`config.mk`:
```
export PLATFORM = sky130hd
export DESIGN_NAME = hbf_ctrl
export DESIGN_NICKNAME = d
export VERILOG_FILES = /design/src/design/hbf_pkg.sv /design/src/design/hbf_ctrl.sv
export SDC_FILE = /design/constraint.sdc
export NUM_CORES = 1
export LEC_CHECK = 0
export BUFFER_PORTS_ARGS = -buffer_cell sky130_fd_sc_hd__buf_2
export CAP_MARGIN = 40
export CORE_UTILIZATION = 33
export CTS_CLUSTER_DIAMETER = 30
export DETAILED_ROUTE_END_ITERATION = 7
export PLACE_DENSITY = 0.57
export SLEW_MARGIN = 0
export SYNTH_ARGS = -nofsm -noshare
export SYNTH_HDL_FRONTEND = slang
export SYNTH_SLANG_ARGS = --single-unit
export TNS_END_PERCENT = 20
```
`constraint.sdc`:
```
create_clock -name clk -period 3.25 [get_ports clk]
set_clock_uncertainty 0.2 [all_clocks]
set_input_delay 0.65 -clock clk [delete_from_list [all_inputs] [get_ports clk]]
set_output_delay 0.65 -clock clk [all_outputs]
set_load 0.005 [all_outputs]
```
`src/design/hbf_pkg.sv`:
```
// hbf_pkg: widths, constants, state and operand codes, and the command bundle
// shared by the harmonic bond force controller, datapath and top level.
// No dependencies.
package hbf_pkg;

	localparam int IN_W    = 288;
	localparam int OUT_W   = 280;
	localparam int CRD_W   = 32;
	localparam int DIFF_W  = 33;
	localparam int IDX_W   = 16;
	localparam int ROOT_W  = 34;
	localparam int RAD_W   = 68;
	localparam int SREM_W  = 36;
	localparam int AE_W    = 34;
	localparam int KU_W    = 58;
	localparam int EE_W    = 70;
	localparam int KUA_W   = 93;
	localparam int MP_W    = 128;
	localparam int MB_W    = 35;
	localparam int DV_W    = 94;
	localparam int DREM_W  = 35;
	localparam int F_W     = 48;
	localparam int E_W     = 48;
	localparam int SUM_W   = 56;
	localparam int CNT_W   = 7;

	localparam logic [24:0] UNIT_Q = 25'd27420721;

	localparam logic [F_W-1:0] POS_LIM = {1'b0, {(F_W-1){1'b1}}};
	localparam logic [F_W-1:0] NEG_LIM = {1'b1, {(F_W-1){1'b0}}};

	// controller states
	localparam logic [2:0] S_IDLE = 3'd0;
	localparam logic [2:0] S_SQ   = 3'd1;
	localparam logic [2:0] S_SRTI = 3'd2;
	localparam logic [2:0] S_SRT  = 3'd3;
	localparam logic [2:0] S_AE   = 3'd4;
	localparam logic [2:0] S_MUL  = 3'd5;
	localparam logic [2:0] S_DIV  = 3'd6;
	localparam logic [2:0] S_DONE = 3'd7;

	// serial multiplier operand selections
	localparam logic [1:0] MS_EE = 2'd0;  // ae * ae
	localparam logic [1:0] MS_EK = 2'd1;  // ae^2 * k
	localparam logic [1:0] MS_KA = 2'd2;  // 2*k*unit * ae
	localparam logic [1:0] MS_AX = 2'd3;  // previous * |diff| of one axis

	localparam logic [CNT_W-1:0] SQ_LAST  = 7'd3;
	localparam logic [CNT_W-1:0] SRT_LAST = 7'd33;
	localparam logic [CNT_W-1:0] MUL_LAST = 7'd36;
	localparam logic [CNT_W-1:0] DIV_LAST = 7'd95;

	typedef struct packed {
		logic       load_in;
		logic       sq_mul;
		logic       sq_acc;
		logic [1:0] axis;
		logic       srt_init;
		logic       srt_step;
		logic       ae_calc;
		logic       mul_start;
		logic       mul_step;
		logic       mul_save;
		logic [1:0] mul_sel;
		logic       div_start;
		logic       div_step;
		logic       f_store;
		logic       out_load;
	} hbf_cmd_t;

endpackage

```
`src/design/hbf_ctrl.sv`:
```
// hbf_ctrl: sequencer for one bond: squares, square root, serial multiplies
// and per-axis divides, then the output hand-off. Uses hbf_pkg.
module hbf_ctrl (
	input  logic              clk,
	input  logic              arst_n,
	input  logic              s_tvalid,
	output logic              s_tready,
	output logic              m_tvalid,
	input  logic              m_tready,
	output hbf_pkg::hbf_cmd_t cmd
);

	logic [2:0]                state_q;
	logic [hbf_pkg::CNT_W-1:0] cnt_q;
	logic [1:0]                phase_q;
	logic [1:0]                axis_q;
	logic                      out_valid_q;

	assign s_tready = (state_q == hbf_pkg::S_IDLE);
	assign m_tvalid = out_valid_q;

	always_comb begin
		cmd = '0;
		cmd.mul_sel = phase_q;
		cmd.axis = axis_q;
		case (state_q)
			hbf_pkg::S_IDLE: begin
				cmd.load_in = s_tvalid;
			end
			hbf_pkg::S_SQ: begin
				cmd.sq_mul = (cnt_q < hbf_pkg::SQ_LAST);
				cmd.sq_acc = (cnt_q != '0);
				cmd.axis = (cnt_q < hbf_pkg::SQ_LAST) ? cnt_q[1:0] : 2'd2;
			end
			hbf_pkg::S_SRTI: cmd.srt_init = 1'b1;
			hbf_pkg::S_SRT:  cmd.srt_step = 1'b1;
			hbf_pkg::S_AE:   cmd.ae_calc = 1'b1;
			hbf_pkg::S_MUL: begin
				cmd.mul_start = (cnt_q == '0);
				cmd.mul_save = (cnt_q == hbf_pkg::MUL_LAST);
				cmd.mul_step = !cmd.mul_start && !cmd.mul_save;
			end
			hbf_pkg::S_DIV: begin
				cmd.div_start = (cnt_q == '0);
				cmd.f_store = (cnt_q == hbf_pkg::DIV_LAST);
				cmd.div_step = !cmd.div_start && !cmd.f_store;
			end
			hbf_pkg::S_DONE: cmd.out_load = !out_valid_q || m_tready;
			default: cmd = '0;
		endcase
	end

	always_ff @(posedge clk or negedge arst_n) begin
		if (!arst_n) begin
			state_q <= hbf_pkg::S_IDLE;
			cnt_q <= '0;
			phase_q <= hbf_pkg::MS_EE;
			axis_q <= '0;
			out_valid_q <= 1'b0;
		end else begin
			if (cmd.out_load) begin
				out_valid_q <= 1'b1;
			end else if (m_tready) begin
				out_valid_q <= 1'b0;
			end
			case (state_q)
				hbf_pkg::S_IDLE: begin
					cnt_q <= '0;
					if (s_tvalid) begin
						state_q <= hbf_pkg::S_SQ;
					end
				end
				hbf_pkg::S_SQ: begin
					cnt_q <= cnt_q + 1'b1;
					if (cnt_q == hbf_pkg::SQ_LAST) begin
						state_q <= hbf_pkg::S_SRTI;
					end
				end
				hbf_pkg::S_SRTI: begin
					cnt_q <= '0;
					state_q <= hbf_pkg::S_SRT;
				end
				hbf_pkg::S_SRT: begin
					cnt_q <= cnt_q + 1'b1;
					if (cnt_q == hbf_pkg::SRT_LAST) begin
						state_q <= hbf_pkg::S_AE;
					end
				end
				hbf_pkg::S_AE: begin
					cnt_q <= '0;
					phase_q <= hbf_pkg::MS_EE;
					state_q <= hbf_pkg::S_MUL;
				end
				hbf_pkg::S_MUL: begin
					if (cnt_q == hbf_pkg::MUL_LAST) begin
						cnt_q <= '0;
						if (phase_q == hbf_pkg::MS_AX) begin
							state_q <= hbf_pkg::S_DIV;
						end else begin
							phase_q <= phase_q + 1'b1;
						end
					end else begin
						cnt_q <= cnt_q + 1'b1;
					end
				end
				hbf_pkg::S_DIV: begin
					if (cnt_q == hbf_pkg::DIV_LAST) begin
						cnt_q <= '0;
						if (axis_q == 2'd2) begin
							state_q <= hbf_pkg::S_DONE;
						end else begin
							axis_q <= axis_q + 1'b1;
							state_q <= hbf_pkg::S_MUL;
						end
					end else begin
						cnt_q <= cnt_q + 1'b1;
					end
				end
				hbf_pkg::S_DONE: begin
					if (cmd.out_load) begin
						axis_q <= '0;
						phase_q <= hbf_pkg::MS_EE;
						state_q <= hbf_pkg::S_IDLE;
					end
				end
				default: state_q <= hbf_pkg::S_IDLE;
			endcase
		end
	end

endmodule

```
# Word-level counts from Yosys, hierarchy flattened

Index checks and enable logic that the tools add are counted.

Word-level logic and storage cells: 80
Input bits: 4
Register bits after elaboration: 15
Output and inout port bits: 19

Reductions and logical operators: 19
Mux-type cells: 30
Magnitude comparators: 1
Add/subtract/negate cells: 3
Equal/unequal tests: 22

Operators with widths:

| kind                                                       | count |
|---|---|
| case mux 7 bit (4 select lines)                            | 1 |
| 2-to-1 mux 3 bit                                           | 9 |
| case mux 3 bit (8 select lines)                            | 1 |
| inequality test 2 bit, second input constant               | 9 |
| == test 7 x 6 -> 1 bit, second input constant              | 2 |
| 2-to-1 mux 2 bit                                           | 7 |
| 2-to-1 mux 7 bit                                           | 2 |
| == test 3 bit, second input constant                       | 4 |
| AND reduction 4 bit                                        | 2 |
| adder 7 x 1 -> 7 bit, second input constant                | 1 |
| == test 7 x 2 -> 1 bit, second input constant              | 1 |
| == test 7 bit, second input constant                       | 1 |
| logical NOT 7 bit                                          | 1 |
| less-than comparator 7 x 2 -> 1 bit, second input constant | 1 |
| 2-to-1 mux 1 bit                                           | 7 |
| AND reduction 7 bit                                        | 1 |
| nonzero test 7 bit                                         | 1 |
| == test 3 x 2 -> 1 bit, second input constant              | 2 |
| case mux 2 bit (3 select lines)                            | 1 |
| adder 2 x 1 -> 2 bit, second input constant                | 2 |
| == test 2 bit, second input constant                       | 2 |
| logical NOT 1 bit                                          | 4 |
| 2-to-1 mux 4 bit                                           | 1 |
| case mux 2 bit (2 select lines)                            | 1 |
| other kinds (9)                                            | 11 |

# Depth between registers and ports, before layout

Gate-level depths: netlist of run 1.

Depth after elaboration: 5
Depth in mapped cells: 6
Gate-level depth less buffers: 6

# Worst setup path after synthesis of run 1

OpenSTA, ideal clock, no wires.

Path type: register to output
Start: register cnt_q[0] (netlist name)
End: output port cmd[7] (netlist name)
Path slack: 1.079 ns
Buffers on the path: 0
Data arrival time: 1.321 ns
Data required time: 2.400 ns
Stages on the path, launching flop included: 6
Cell sequence: dfrtp_1 inv_1 ha_1 and3_1 and2_1 a211oi_1

RTL lines:

| item                   | RTL line        | text |
|---|---|---|
| from (decl)            | hbf_ctrl.sv:14  | `logic [hbf_pkg::CNT_W-1:0] cnt_q;` |
| from (signal assigned) | hbf_ctrl.sv:74  | `cnt_q <= cnt_q + 1'b1;` |
| from (signal assigned) | hbf_ctrl.sv:84  | `cnt_q <= cnt_q + 1'b1;` |
| from (signal assigned) | hbf_ctrl.sv:103 | `cnt_q <= cnt_q + 1'b1;` |
| to (decl)              | hbf_ctrl.sv:10  | `output hbf_pkg::hbf_cmd_t cmd` |

==> results.cfg, run 1 <==
[timing]
fin_crit_sh = 0.8395
slew_headroom = 0.5664
tns_ns = 0
rsz0062_at_grt = no
setup_viol = 0
setup_ws_ns = 0.5215
min_period_ns = 2.728
hold_viol_final = 0
drv_slew = 0
worst_slew_pin_slew_ns = 0.6503
max_freq_mhz = 366.5

[synth]
avgSynthCellArea_um2 = 8.518
yosys.area.top_type = dfrtp_1
yosys_warnings = 0
ys.flop_type = dfrtp_1
ys_types = 43
seq_area_frac_synth = 0.3390
syn_nets = 139
synth_mux_area_frac = 0.01921
synth_area_leaders = dfrtp_1 34%, ha_1 5.6%, a21oi_1 4.1%
syn-cell-area_um2 = 1107
synth_top_family_by_area = simple AND/OR/NAND/NOR gates
ys_ff_latch = 15
synth-simple-area-share = 0.3085
synth_edf_count = 0
synth_compound_area_frac = 0.1842
synth_cells = 130
synth_xor_area_frac = 0.04746
async_flop_share = 1.000
yosys.area.top_type_share = 0.3390
synth_adder_area_share = 0.05650

[place]
globalplace.congestion = 0.8011
numPortBuffers = 22
pre_cts_slack_ns = 0.8609
place_hpwl_um = 1965

[route]
met1Wirelength_um = 1331
drt_iter0_drc = 33
wl_per_cell_um = 13.29
wl_met3_um = 109
routed_wl_um = 2591
vias_per_cell = 5.236
vias = 1021
routed.top_layer = met4
drcViolationCount = 0
met2_length_um = 1137
antenna_left = 0
dr.pass1.iters = 4

[power_and_ir_drop]
power.leakage_nw = 0.6185
ir_worst_vdd_mv = 0.3339
power.density_nw_per_um2 = 762.7

[clock_network]
path_clk_slew_ns = 0.10
cts-buffers-inserted = 3
cts_setup_buffers = 0
clk_latency_ns = 0.28
cts_resized = 0
cts_sinks = 15
cts_hold_buf = 0
cts_tree = yes
root_buffer = clkbuf_4
clockBufferDepth = 2
h-tree-depth = 1

[global_route]
grt_pass1_wl_um = 4188
grt_pass1_vias = 873
grt.total_usage = 0.1565
grt_start_max_net_pins = 23
grt-ovfl-total = 0
antenna_found_initial = 0

[cells_and_area]
nNetsFinal = 161
num_antenna_cells = 0
final_common_cell = buf_2
multi_input_area_um2 = 681.9
final_util = 0.4080
areaGrowthSynthToFinish_pct = 15.25
fill_cells = 329
mostFrequentLayoutCells = 22 x buf_2, 15 x dfrtp_1, 12 x nand2_1
seqCellArea_um2 = 375.4
drive_gt1_frac = 0.2185

[critical_path]
endpoint_kind = output port
rr_endpoint = state_q[0]
cp_max_fo = 7
cp_num_buf_inv = 2
r2r_setup_slack_ns = 1.12
critPathKind = reg2out
timing.rr.start = cnt_q[1]
cpMaxStageDelayCell = dfrtp_1
reg2reg_depth = 6
cp.required_ns = 2.40
path_cells = inv_1 -> ha_1 -> and3_1 -> and2_1 -> a211oi_1 -> buf_2
critPathTopFamily = flip-flops
slowest_delay_ns = 0.47
critPathArrivalTime_ns = 1.88
start_kind = register

[die]
row_count = 20
die_height_um = 59.93
io_pins = 23
die_width_um = 59.93
die-area_um2 = 3591
start_util = 0.3540
design.core.area_um2 = 3128

[flow_run]
cap_violations = 0

[min_path]
min_path_type = in2async

[outcome]
status = complete, no violations
state kept, by name, indices dropped and copies added (netlist names):
name      cells
m_tvalid      1
phase_q       2
state_q       3
cnt_q         7
axis_q        2
worst reg2reg max path, delay by kind of cell (launching register included):
kind | cells | cell delay, ns
AND/OR/NAND/NOR | 2 | 0.34
buffers and inverters | 1 | 0.13
flip-flops | 1 | 0.43
multiplexers | 1 | 0.35
AO/OA/AOI/OAI | 1 | 0.37
adder cells (fa/ha/maj) | 1 | 0.20
per-layer routing:
layer / GRT usage / up-vias
met5: 0 / -
met4: 0.05980 / 0
met3: 0.02381 / 2
met2: 0.2333 / 21
met1: 0.2259 / 487
li1: - / 511
per-stage QoR:
| stage | cell area (um2) | total power [mW] | hold slack, ns | instances |
|---|---|---|---|---|
| floorplan | 1107 | 0.6989 | 0.1544 | 130 |
| global placement | 1249 | 0.8566 | 0.2700 | 191 |
| detailed placement | 1249 | 0.8649 | 0.2702 | 191 |
| CTS | 1276 | 0.9798 | 0.06493 | 195 |
| global route | 1276 | 1.069 | 0.06922 | 195 |
| finish | 1276 | 0.9734 | 0.05830 | 195 |
kinds of logic after synthesis:
kind of cell	after synthesis
AND/OR/NAND/NOR	61
AO/OA/AOI/OAI	30
flip-flops	15
buffers and inverters	11
XOR/XNOR	6
adder cells (fa/ha/maj)	5
multiplexers	2
cell usage after synthesis (2+ instances only):
library cell and number:
nand4_1 3, nand3_1 2, a31oi_1 4, a21oi_1 9
and2_1 4, ha_1 5, nand2b_1 2, nor2b_1 5
nand3b_1 2, nand2_1 12, inv_1 5, nor2_1 10
nor3_1 4, nor3b_1 2, buf_2 4, a41oi_1 2
or3_1 2, o21ai_0 4, dfrtp_1 15, xor2_1 4
and3_1 6, a211oi_1 2, xnor2_1 2
area by class of cell:
class                      instances  share of cell area
multi-input combinational        104              0.5343
sequential                        15              0.2941
timing repair buffer              23             0.09216
tap                               44             0.04314
clock buffer                       3             0.01765
inverter                           5             0.01471
clock inverter                     1            0.003922
power breakdown:
part           internal, mW  switching [mW]  total, mW
sequential            0.236           0.116      0.352
clock                0.0457          0.0656      0.111
combinational         0.237           0.273      0.510
total                 0.519           0.454      0.973
worst max-delay path by stage:
| stage | start | endpoint | slack, ns | cells after the start |
|---|---|---|---|---|
| 5_1_grt | cnt_q[0] | cmd[7] | 0.36 | 6 |
| 3_3_place_gp | cnt_q[0] | cmd[7] | 0.86 | 6 |
| 3_5_place_dp | cnt_q[0] | cmd[7] | 0.86 | 6 |
| 2_1_floorplan | cnt_q[0] | cmd[7] | 1.08 | 5 |
| 6_report | cnt_q[0] | cmd[7] | 0.52 | 6 |
| 4_1_cts | cnt_q[0] | cmd[7] | 0.52 | 6 |
(Power assumes the default switching activity.)
==> run 2: changes to the inputs <==
==> constraint.sdc (replaced) <==
create_clock -name clk -period 2.8 [get_ports clk]
set_clock_uncertainty 0.2 [all_clocks]
set_input_delay 0.56 -clock clk [delete_from_list [all_inputs] [get_ports clk]]
set_output_delay 0.56 -clock clk [all_outputs]
set_load 0.005 [all_outputs]
==> run 2 against run 1 <==
  * Die area is the same
  * Flip-flop and latch count unchanged
  * First-iteration DRC count is 100% higher
  * Cell count increased by 0.51%
  * Combinational power up 19%
  * Critical path depth unchanged
  * Global-route usage up 1.2 points
  * Non-clock buffer count grew 1
  * Clock-buffer cell count unchanged
  * Power increased by 17%
  * Sequential share of layout area shrank 0.16 points
==> results.cfg, run 2 (same netlist as run 1, synthesis figures left out) <==
[power_and_ir_drop]
power.density_nw_per_um2 = 881.6
power.leakage_nw = 0.6216
seqPwrFrac = 0.354
p_switching_uw = 529.6
p_int_uw = 605.4
pwr-share-clk = 0.112
switching_share = 0.4666
p_comb_frac = 0.534
ir_worst_vdd_mv = 0.4084

[clock_network]
h-tree-depth = 1
path_clk_slew_ns = 0.10
cts_tree = yes
clockBufferDepth = 2
cts_sinks = 15
clk_latency_ns = 0.28
root_buffer = clkbuf_4
cts-buffers-inserted = 3
cts_setup_buffers = 0

[critical_path]
reg2reg_depth = 6
critPathKind = reg2out
cpMaxStageDelayCell = dfrtp_1
rr_endpoint = state_q[0]
cp_max_fo = 5
endpoint_kind = output port
path_cells = inv_1 -> ha_1 -> and3_1 -> and2_1 -> a211oi_1 -> buf_2
critPathArrivalTime_ns = 1.87
slowest_delay_ns = 0.42
timing.rr.start = cnt_q[1]
start_kind = register
r2r_setup_slack_ns = 0.67
cp.required_ns = 2.04

[global_route]
grt.total_usage = 0.1684
grt_pass1_wl_um = 4491
grt-ovfl-total = 0
grt_pass1_vias = 944
antenna_found_initial = 0
grt_start_max_net_pins = 23

[route]
drt_iter0_drc = 67
drcViolationCount = 0
dr.pass1.iters = 4
routed_wl_um = 2627
wl_per_cell_um = 13.40
antenna_left = 0
vias_per_cell = 5.260
vias = 1031

[cells_and_area]
fill_cells = 318
final_util = 0.4116
seqCellArea_um2 = 376.6
multi_input_area_um2 = 681.9
mostFrequentLayoutCells = 22 x buf_2, 14 x dfrtp_1, 12 x nand2_1
areaGrowthSynthToFinish_pct = 16.27
drive_gt1_frac = 0.2237
final_common_cell = buf_2
largest_register_ffs = 7
largest-register = cnt_q
top_regs = cnt_q x7, state_q x3
num_antenna_cells = 0
nNetsFinal = 162

[timing]
min_period_ns = 2.630
tns_ns = 0
slew_headroom = 0.5856
hold_viol_final = 0
max_freq_mhz = 380.3
drv_slew = 0
fin_crit_sh = 0.9391
worst_slew_pin_slew_ns = 0.6216
rsz0062_at_grt = no
setup_viol = 0

[die]
design.core.area_um2 = 3128
die_height_um = 59.93
io_pins = 23
start_util = 0.3540
die_width_um = 59.93
die-area_um2 = 3591
row_count = 20

[outcome]
status = complete, no violations

[min_path]
holdPathEnd = axis_q[0]
min_path_type = reg2reg
holdPathStages = 1
hold_start = axis_q[0]

[place]
place_hpwl_um = 1961
globalplace.congestion = 0.7516
numPortBuffers = 22

[flow_run]
cap_violations = 0
==> run 2: cell count changes in the layout (fill, tap and decap cells not counted) <==
| cell | change |
|---|---|
| dlygate4sd3_1 | +1 |
| dfrtp_1 | -1 |
| dfrtp_2 | +1 |
==> run 2: cell type report <==
class | count | area share
clock buffer | 3 | 0.01749
timing repair buffer | 24 | 0.09913
clock inverter | 1 | 0.003887
sequential | 15 | 0.2925
inverter | 5 | 0.01458
tap | 44 | 0.04276
multi-input combinational | 104 | 0.5296
==> run 2: routing by layer <==
layer / part of all wire / vias to the layer above / track usage / wire, um
met3: 0.055 / 2 / 0.01948 / 144
met4: 0.0046 / 0 / 0.05980 / 12
li1: - / 514 / - / -
met1: 0.49 / 486 / 0.2544 / 1289
met2: 0.45 / 29 / 0.2444 / 1181
met5: 0 / - / 0 / 0
==> run 2: worst max-delay path by stage <==
| stage | startpoint | end | slack [ns] |
|---|---|---|---|
| after CTS | cnt_q[0] | cmd[7] | 0.11 |
| after floorplan | cnt_q[0] | cmd[7] | 0.72 |
| after detailed placement | cnt_q[0] | cmd[7] | 0.44 |
| final | cnt_q[1] | cmd[7] | 0.17 |
| after global placement | cnt_q[0] | cmd[7] | 0.51 |
| after global routing | cnt_q[1] | cmd[7] | 0.03 |
==> run 2: timing repair <==
| action | 4_1_cts | 5_1_grt |
|---|---|---|
| endpoints found under the setup margin | 0 | 1 |
| hold buffers | 1 | 0 |
| gates resized for setup | 0 | 1 |
| endpoints found under the hold margin | 15 | 0 |
==> run 2: power groups by stage <==
stage	registers, mW	logic [mW]	clock network [mW]
after floorplan	0.337	0.475	0
after global placement	0.396	0.599	0
after detailed placement	0.402	0.606	0
after CTS	0.398	0.611	0.134
after global routing	0.420	0.691	0.143
final	0.402	0.606	0.127
==> run 2: worst max-delay path, delay by kind of cell (launching register included) <==
family	cells	cell delay, ns
AO/OA/AOI/OAI	1	0.27
adder cells (fa/ha/maj)	1	0.22
buffers and inverters	2	0.27
flip-flops	1	0.42
AND/OR/NAND/NOR	2	0.41
==> run 2: stage by stage <==
| step | setup slack (ns) | total power [mW] | hold slack (ns) | area, um2 | std cells |
|---|---|---|---|---|---|
| 4_1_cts | 0.1082 | 1.143 | 0.2927 | 1286 | 196 |
| 5_1_grt | 0.03389 | 1.254 | 0.3098 | 1287 | 196 |
| 3_3_place_gp | 0.5102 | 0.9955 | 0.2729 | 1249 | 191 |
| 3_5_place_dp | 0.4439 | 1.008 | 0.2774 | 1249 | 191 |
| 6_report | 0.1704 | 1.135 | 0.2952 | 1287 | 196 |
| 2_1_floorplan | 0.7194 | 0.8112 | 0.06441 | 1107 | 130 |
==> run 3: changes to the inputs <==
--- a/config.mk
+++ b/config.mk
@@ -10,7 +10,7 @@
 export CORE_UTILIZATION = 33
 export CTS_CLUSTER_DIAMETER = 30
 export DETAILED_ROUTE_END_ITERATION = 7
-export PLACE_DENSITY = 0.57
+export PLACE_DENSITY = 0.59
 export SLEW_MARGIN = 0
 export SYNTH_ARGS = -nofsm -noshare
 export SYNTH_HDL_FRONTEND = slang
==> constraint.sdc (replaced) <==
create_clock -name clk -period 2.35 [get_ports clk]
set_clock_uncertainty 0.2 [all_clocks]
set_input_delay 0.47 -clock clk [delete_from_list [all_inputs] [get_ports clk]]
set_output_delay 0.47 -clock clk [all_outputs]
set_load 0.005 [all_outputs]
==> run 3 against run 2 <==
  * Critical path depth stayed put
  * Non-clock buffer count is 11 higher
  * Sequential share of layout area is 2.8 points lower
  * Worst hold slack worse by 0.0075 ns
  * First-iteration DRC count is 46% lower
  * Flip-flop and latch count stayed put
==> results.cfg, run 3 (same netlist as run 1, synthesis figures left out) <==
[critical_path]
critPathKind = reg2out
cpMaxStageDelayCell = dfrtp_1
critPathTopFamily = flip-flops
start_kind = register
reg2reg_depth = 6
timing.rr.start = cnt_q[0]
endpoint_kind = output port
rr_endpoint = state_q[0]
cp.required_ns = 1.68
slowest_delay_ns = 0.40
r2r_setup_slack_ns = 0.25
critPathArrivalTime_ns = 1.66
cp_max_fo = 4
path_cells = inv_1 -> ha_2 -> and3_4 -> and2_4 -> a211oi_2 -> buf_2
cp_num_buf_inv = 2

[place]
place_inst = 195
place_hpwl_um = 1993
globalplace.congestion = 0.7902
place_area_um2 = 1279
numPortBuffers = 22

[cells_and_area]
drive_gt1_frac = 0.3620
largest-register = cnt_q
final_common_cell = buf_2
largest_register_ffs = 7
top_regs = cnt_q x7, state_q x3
mostFrequentLayoutCells = 22 x buf_2, 12 x dfrtp_1, 11 x nand2_1, 11 x buf_4
multi_input_area_um2 = 740.7
nNetsFinal = 173
final_area_um2 = 1434
final_util = 0.4584
instances_no_fill = 207
fill_cells = 327
num_antenna_cells = 0
areaGrowthSynthToFinish_pct = 29.49
seqCellArea_um2 = 379.1

[route]
drcViolationCount = 0
routed.top_layer = met4
dr.pass1.iters = 4
drt_iter0_drc = 36
wl_met3_um = 135
vias = 1092
wl_per_cell_um = 13.53
met1Wirelength_um = 1335
routed_wl_um = 2801
vias_per_cell = 5.275
met2_length_um = 1314
antenna_left = 0

[timing]
worst_slew_pin_slew_ns = 0.4979
rsz0062_at_grt = yes
hold_viol_final = 0
max_freq_mhz = 429.7
drv_slew = 0
slew_headroom = 0.6681
hold_slack_ns = 0.2876
setup_viol = 0
min_period_ns = 2.327
fin_crit_sh = 0.9903
tns_ns = 0

[outcome]
status = complete, no violations

[die]
io_pins = 23
die-area_um2 = 3591
die_width_um = 59.93
row_count = 20
start_util = 0.3540
design.core.area_um2 = 3128
die_height_um = 59.93

[clock_network]
cts_tree = yes
cts_sinks = 15
root_buffer = clkbuf_4
cts-buffers-inserted = 3
clockBufferDepth = 2
path_clk_slew_ns = 0.09
clk_latency_ns = 0.29
h-tree-depth = 1

[flow_run]
cap_violations = 0

[global_route]
grt_start_max_net_pins = 18
grt.total_usage = 0.1667
grt_pass1_wl_um = 4512
antenna_found_initial = 0
grt_pass1_vias = 1008
grt-ovfl-total = 0

[power_and_ir_drop]
power.leakage_nw = 0.6756
power.density_nw_per_um2 = 1065
ir_worst_vdd_mv = 0.6208

[min_path]
holdPathEnd = m_tvalid
hold_start = m_tready
min_path_type = in2reg
holdPathStages = 3
==> run 3: worst max path at each step <==
stage / startpoint / to / slack [ns] / depth (start not counted)
2_1_floorplan: cnt_q[0] / cmd[7] / 0.36 / 5
3_3_place_gp: cnt_q[1] / cmd[7] / 0.21 / 6
3_5_place_dp: cnt_q[1] / cmd[7] / 0.16 / 6
4_1_cts: cnt_q[3] / cmd[6] / 0.01 / 5
5_1_grt: cnt_q[6] / cmd[12] / -0.05 / 6
6_report: cnt_q[0] / cmd[7] / 0.02 / 6
==> run 3: tightest hold or removal path: stages <==
cell      delay [ns]
buf_2           0.08
nand2b_1        0.14
nand2_1         0.06
==> run 3: power by group <==
part	internal (mW)	switching (mW)
Clock	0.0661	0.0865
Combinational	0.439	0.486
Sequential	0.330	0.119
Total	0.835	0.692
==> run 3: layer usage <==
metal	vias to the layer above	global-route usage
met5	-	0
met4	0	0.01993
met3	2	0.04762
met2	32	0.2762
met1	526	0.2207
li1	532	-
==> run 3: stage by stage <==
step                total power, mW  setup WS, ns
detailed placement            1.237        0.1608
CTS                           1.476      0.009967
floorplan                    0.9665        0.3594
global placement              1.220        0.2053
global route                  1.658      -0.05020
finish                        1.527       0.02273
==> run 3: final cells by class <==
cell class,count,share of cell area
Multi-Input combinational cell,104,0.5166
Sequential cell,15,0.2644
Timing Repair Buffer,35,0.1492
Tap cell,44,0.03839
Clock buffer,4,0.01832
Inverter,5,0.01309
==> run 3: repair_timing <==
action	in CTS	in global routing
buffers inserted	6	1
endpoints found under the setup margin	8	9
endpoints found under the hold margin	15	0
hold buffers	1	0
cloned	0	0
gates resized for setup	12	9
pin swaps	2	1
